==> config.mk <==
export PLATFORM = sky130hd
export DESIGN_NAME = rmbc_ram
export DESIGN_NICKNAME = d
export VERILOG_FILES = /design/src/rtl/core/rmbc_ram.sv
export SDC_FILE = /design/constraint.sdc
export NUM_CORES = 1
export LEC_CHECK = 0
export BUFFER_PORTS_ARGS = -buffer_cell sky130_fd_sc_hd__buf_2
export CAP_MARGIN = 40
export CORE_ASPECT_RATIO = 1.75
export CORE_UTILIZATION = 49
export CTS_CLUSTER_SIZE = 30
export DETAILED_ROUTE_END_ITERATION = 8
export GPL_TIMING_DRIVEN = 0
export SLEW_MARGIN = 20
export SYNTH_ARGS = -nofsm -noshare
export SYNTH_HDL_FRONTEND = slang
export SYNTH_SLANG_ARGS = --single-unit
==> constraint.sdc <==
create_clock -name clk -period 5.6 [get_ports clk]
set_input_delay 0.28 -clock clk [delete_from_list [all_inputs] [get_ports clk]]
set_output_delay 0.28 -clock clk [all_outputs]
set_load 0.01 [all_outputs]
==> src/rtl/core/rmbc_ram.sv <==
// ----------------------------------------------------------------------------
// rmbc_ram
// simple dual port ram, one write and one registered read port
// ----------------------------------------------------------------------------
module rmbc_ram #(
	parameter int WIDTH = 64,
	parameter int DEPTH = 22
) (
	input  logic                                   clk,
	input  logic                                   wr_en,
	input  logic [(DEPTH > 1 ? $clog2(DEPTH) : 1)-1:0] wr_addr,
	input  logic [WIDTH-1:0]                       wr_data,
	input  logic                                   rd_en,
	input  logic [(DEPTH > 1 ? $clog2(DEPTH) : 1)-1:0] rd_addr,
	output logic [WIDTH-1:0]                       rd_data
);

	logic [WIDTH-1:0] mem [DEPTH];

	// read before write on a shared address
	always_ff @(posedge clk) begin
		if (wr_en) begin
			mem[wr_addr] <= wr_data;
		end
		if (rd_en) begin
			rd_data <= mem[rd_addr];
		end
	end

endmodule

Yosys cells after proc, flatten, opt, wreduce, memory -nomap -nowiden
Memories as Yosys holds them, arrays and structs flattened. A register that Yosys moved wholly into a read port is not among the register bits. Index checks and enable logic that the tools add are counted.

Muxes and demuxes: 2.

Operators by type and width (number): two-way mux 1 bit (2).

Memory bits (writable): 1408. Memories kept: 1. Word-level logic and storage cells: 3. Flip-flop bits (word level): 0.

Memory list: mem (words 22, bits a word 64, read ports 1, clocked after memory_dff 1, write ports 1, line 18) `logic [WIDTH-1:0] mem [DEPTH];`.

Longest topological paths before layout
Depth in word-level cells: 2. Depth in mapped cells: 8. Depth with buffers taken out: 4.

Worst setup path after synthesis
No wires, ideal clock.

Kind: input port to flip-flop. From: in wr_addr[0] (netlist name). To: mem mem[0][0], enable pin. Setup slack: 1.527 ns. Buffers on the path: 1. Cell stages on the path: 3. Arrival time: 3.587 ns. Required time: 5.114 ns. Cells stage by stage: or3b_2 -> clkbuf_1 -> nor2_1.

RTL lines: start: declaration (line 11) `input logic [(DEPTH > 1 ? $clog2(DEPTH) : 1)-1:0] wr_addr,`; end: declaration (line 18).

No word-level cell before the write port.

==> impl_metrics.toml <==
[drt]
first_iter_violations = 2202
drcViolationCount = 0
avgRoutedWirePerCell_um = 28.75
dr_total_vias = 27730
detail-route-antenna-nets = 0
via_per_inst = 5.821
routed_wl_mm = 137.0
firstDrtPassIters = 5

[clocking]
worstSkewPairLatency_ns = 0.76
cts_hold_buf = 65
cts_made_buffers = 131
clock_path_buffers = 3
cts_tree = "built"
post_cts_buffers = 0
clock-sinks = 1472
root_buffer = "clkbuf_16"
path_clk_slew_ns = 0.06
post_cts_resize_count = 0
cts-htree-levels = 4

[floorplanning]
initial_utilization_pct = 49.54
row_count = 163
die_h_um = 449.1
coreArea_mm2 = 0.1130
die_area_mm2 = 0.1156
die_w_um = 257.5
pin_count = 141

[grt]
grt_max_degree = 38
grt_busiest_layer = "met2"
grt-ovfl-total = 0
grt_pass1_vias = 29180
grt_pass1_wl_mm = 197.9
met2_usage_pct = 43.36
grt_antenna_before_repair = 1
grt_use_met3_pct = 3.401
track_usage_pct = 24.03
grt_use_met1_pct = 29.35

[power_and_ir_drop]
irDropWorstVdd_mv = 0.2745
power_mw = 22.43
leakage_nw = 21.87
p_per_area_mw_per_mm2 = 342.0

[worst_setup_path]
path_class = "input port to register"
slowest_delay_ns = 0.56
crit_path_max_fanout = 10
cp-end-kind = "register"
cp_data_required_time_ns = 6.09
cp-startpoint = "rd_addr[1]"
crit_arrival_ns = 2.53
start_kind = "input port"
reg2reg_from = "mem[7][47]"
cp_cell_sequence = "buf_2 -> buf_2 -> nor3b_1 -> buf_2 -> clkbuf_1 -> nand2_1 -> nand4_1 -> nor2_1"
slowest_stage = "clkbuf_1"
cpMostUsedCell = "buf_2"

[timing]
fin_skew_ns = 0.02348
max_freq_mhz = 490.9
period_share_pct = 36.38
tightest_slew_ns = 0.8713
hold_slack_ns = 0.2235
hold_viol = 0
slew_viol_final = 0
period_needed_ns = 2.037
rsz0062_at_grt = "no"
max-slew-margin-rel_pct = 41.91
setup_viol = 0

[worst_hold_path]
min_from = "rd_addr[3]"
hp-class = "input port to register"

[yosys]
synthTopCellsByArea = "edfxtp_1 (79%), mux2i_1 (8.0%), mux4_2 (5.2%)"
yosys.area.top_type = "edfxtp_1"
syn_avg_cell_area_um2 = 20.35
synth-seq-cells = 1472
ys_seq_area_share_pct = 78.97
synthCells = 2751
async_flop_share_pct = 0
synthDistinctLibCells = 27
synth.net_count = 2828
yosysWarnings = 0
yosysTopAreaCellShare_pct = 78.97
synth_ff_type = "edfxtp_1"
synth_area_mm2 = 0.05597
synth_edf_count = 1472

[placed_design]
dp_hpwl_mm = 90.85
place_congestion = 0.7687
io_buffers = 138

[final_layout]
fin_nets = 3254
fill_cells = 8356
drive_above_1_share_pct = 19.66
multi_input_area_mm2 = 0.01097
utilization_pct = 58.05
synthToLayoutAreaGrowth_pct = 17.18
seq_area_mm2 = 0.04420

[flow_run]
cap_violations = 0

[outcome]
status = "completed"
==> cell usage in the layout (no fill, tap or decap), drive strengths merged, types with 2 or more instances in the layout <==
cell         count
nor4b            2
clkinvlp         4
mux2i          448
or3b             2
clkinv          49
buf            321
dlygate4sd3     65
mux4           128
inv              3
clkbuf         221
nor2            88
nand4           64
edfxtp        1472
bufinv          11
nand2           66
nor2b           64
a22oi          192
nand3b           4
diode            3
a211oi          64
==> cell type report <==
class | instances | area share [%]
Clock buffer | 165 | 5.517
Tap cell | 1485 | 2.833
Buffer | 149 | 1.475
Multi-Input combinational cell | 1130 | 16.72
Clock inverter | 67 | 0.9042
Timing Repair Buffer | 293 | 5.141
Sequential cell | 1472 | 67.39
Antenna cell | 3 | 0.01145
==> critical path: cells and delay by family <==
| family | cells | cell delay [ns] |
|---|---|---|
| and+or+nand+nor | 4 | 0.77 |
| buffers and inverters | 4 | 1.46 |
==> metrics by stage <==
step / setup TNS, ns / instances / worst slack (ns) / area [um^2]
5_1_grt: 0 / 4762 / 3.486 / 65580
6_report: 0 / 4764 / 3.563 / 65590
4_1_cts: 0 / 4761 / 3.586 / 65580
3_5_place_dp: 0 / 4464 / 2.769 / 60720
2_1_floorplan: 0 / 2751 / 1.527 / 55970
3_3_place_gp: -2498.96 / 4374 / -2.119 / 58520
==> layer usage <==
| layer | wire (um) | share of wire, % | vias to the layer above |
|---|---|---|---|
| met3 | 6471 | 4.7 | 225 |
| met5 | 0 | 0 | - |
| met1 | 52050 | 38 | 14540 |
| met2 | 74240 | 54 | 827 |
| li1 | - | - | 12140 |
| met4 | 4220 | 3.1 | 0 |
==> final timing paths <==
kind                      end  slack, ns  cells after the start
setup reg to reg  rd_data[47]       3.92                      4
setup / recovery  rd_data[41]       3.56                      8
hold reg to reg   rd_data[52]       0.74                      4
hold / removal     rd_data[6]       0.22                      5
==> logic make-up after synthesis <==
family	Yosys count	synth area share (%)
compound gates	256	3.434
buf+inv	149	1.726
flops	1472	78.97
mux	576	13.16
simple gates	298	2.707
==> where the power goes <==
part	total [mW]	switching, mW	internal, mW	leakage [nW]
Combinational	1.16	0.729	0.427	6.51
Clock	8.93	3.86	5.08	2.05
Sequential	12.3	0.0407	12.3	13.3
Total	22.4	4.63	17.8	21.9
==> flip-flops by register name, indices dropped and copies added, names as in the netlist <==
| signal | cells |
|---|---|
| mem | 1408 |
| rd_data | 64 |
==> synth_stat cells (2+ instances only) <==
cell and number:
mux2i_1 448, buf_2 21, edfxtp_1 1472, clkbuf_1 53, buf_4 23, a22oi_1 192, nand2_1 66, clkbuf_4 2
nand3b_1 4, nor2b_1 64, nor4b_1 2, or3b_2 2, nand4_1 64, buf_6 38, a211oi_1 64, mux4_2 128
buf_1 11, nor2_1 88
No activity file was read; power rests on OpenSTA's default activity.
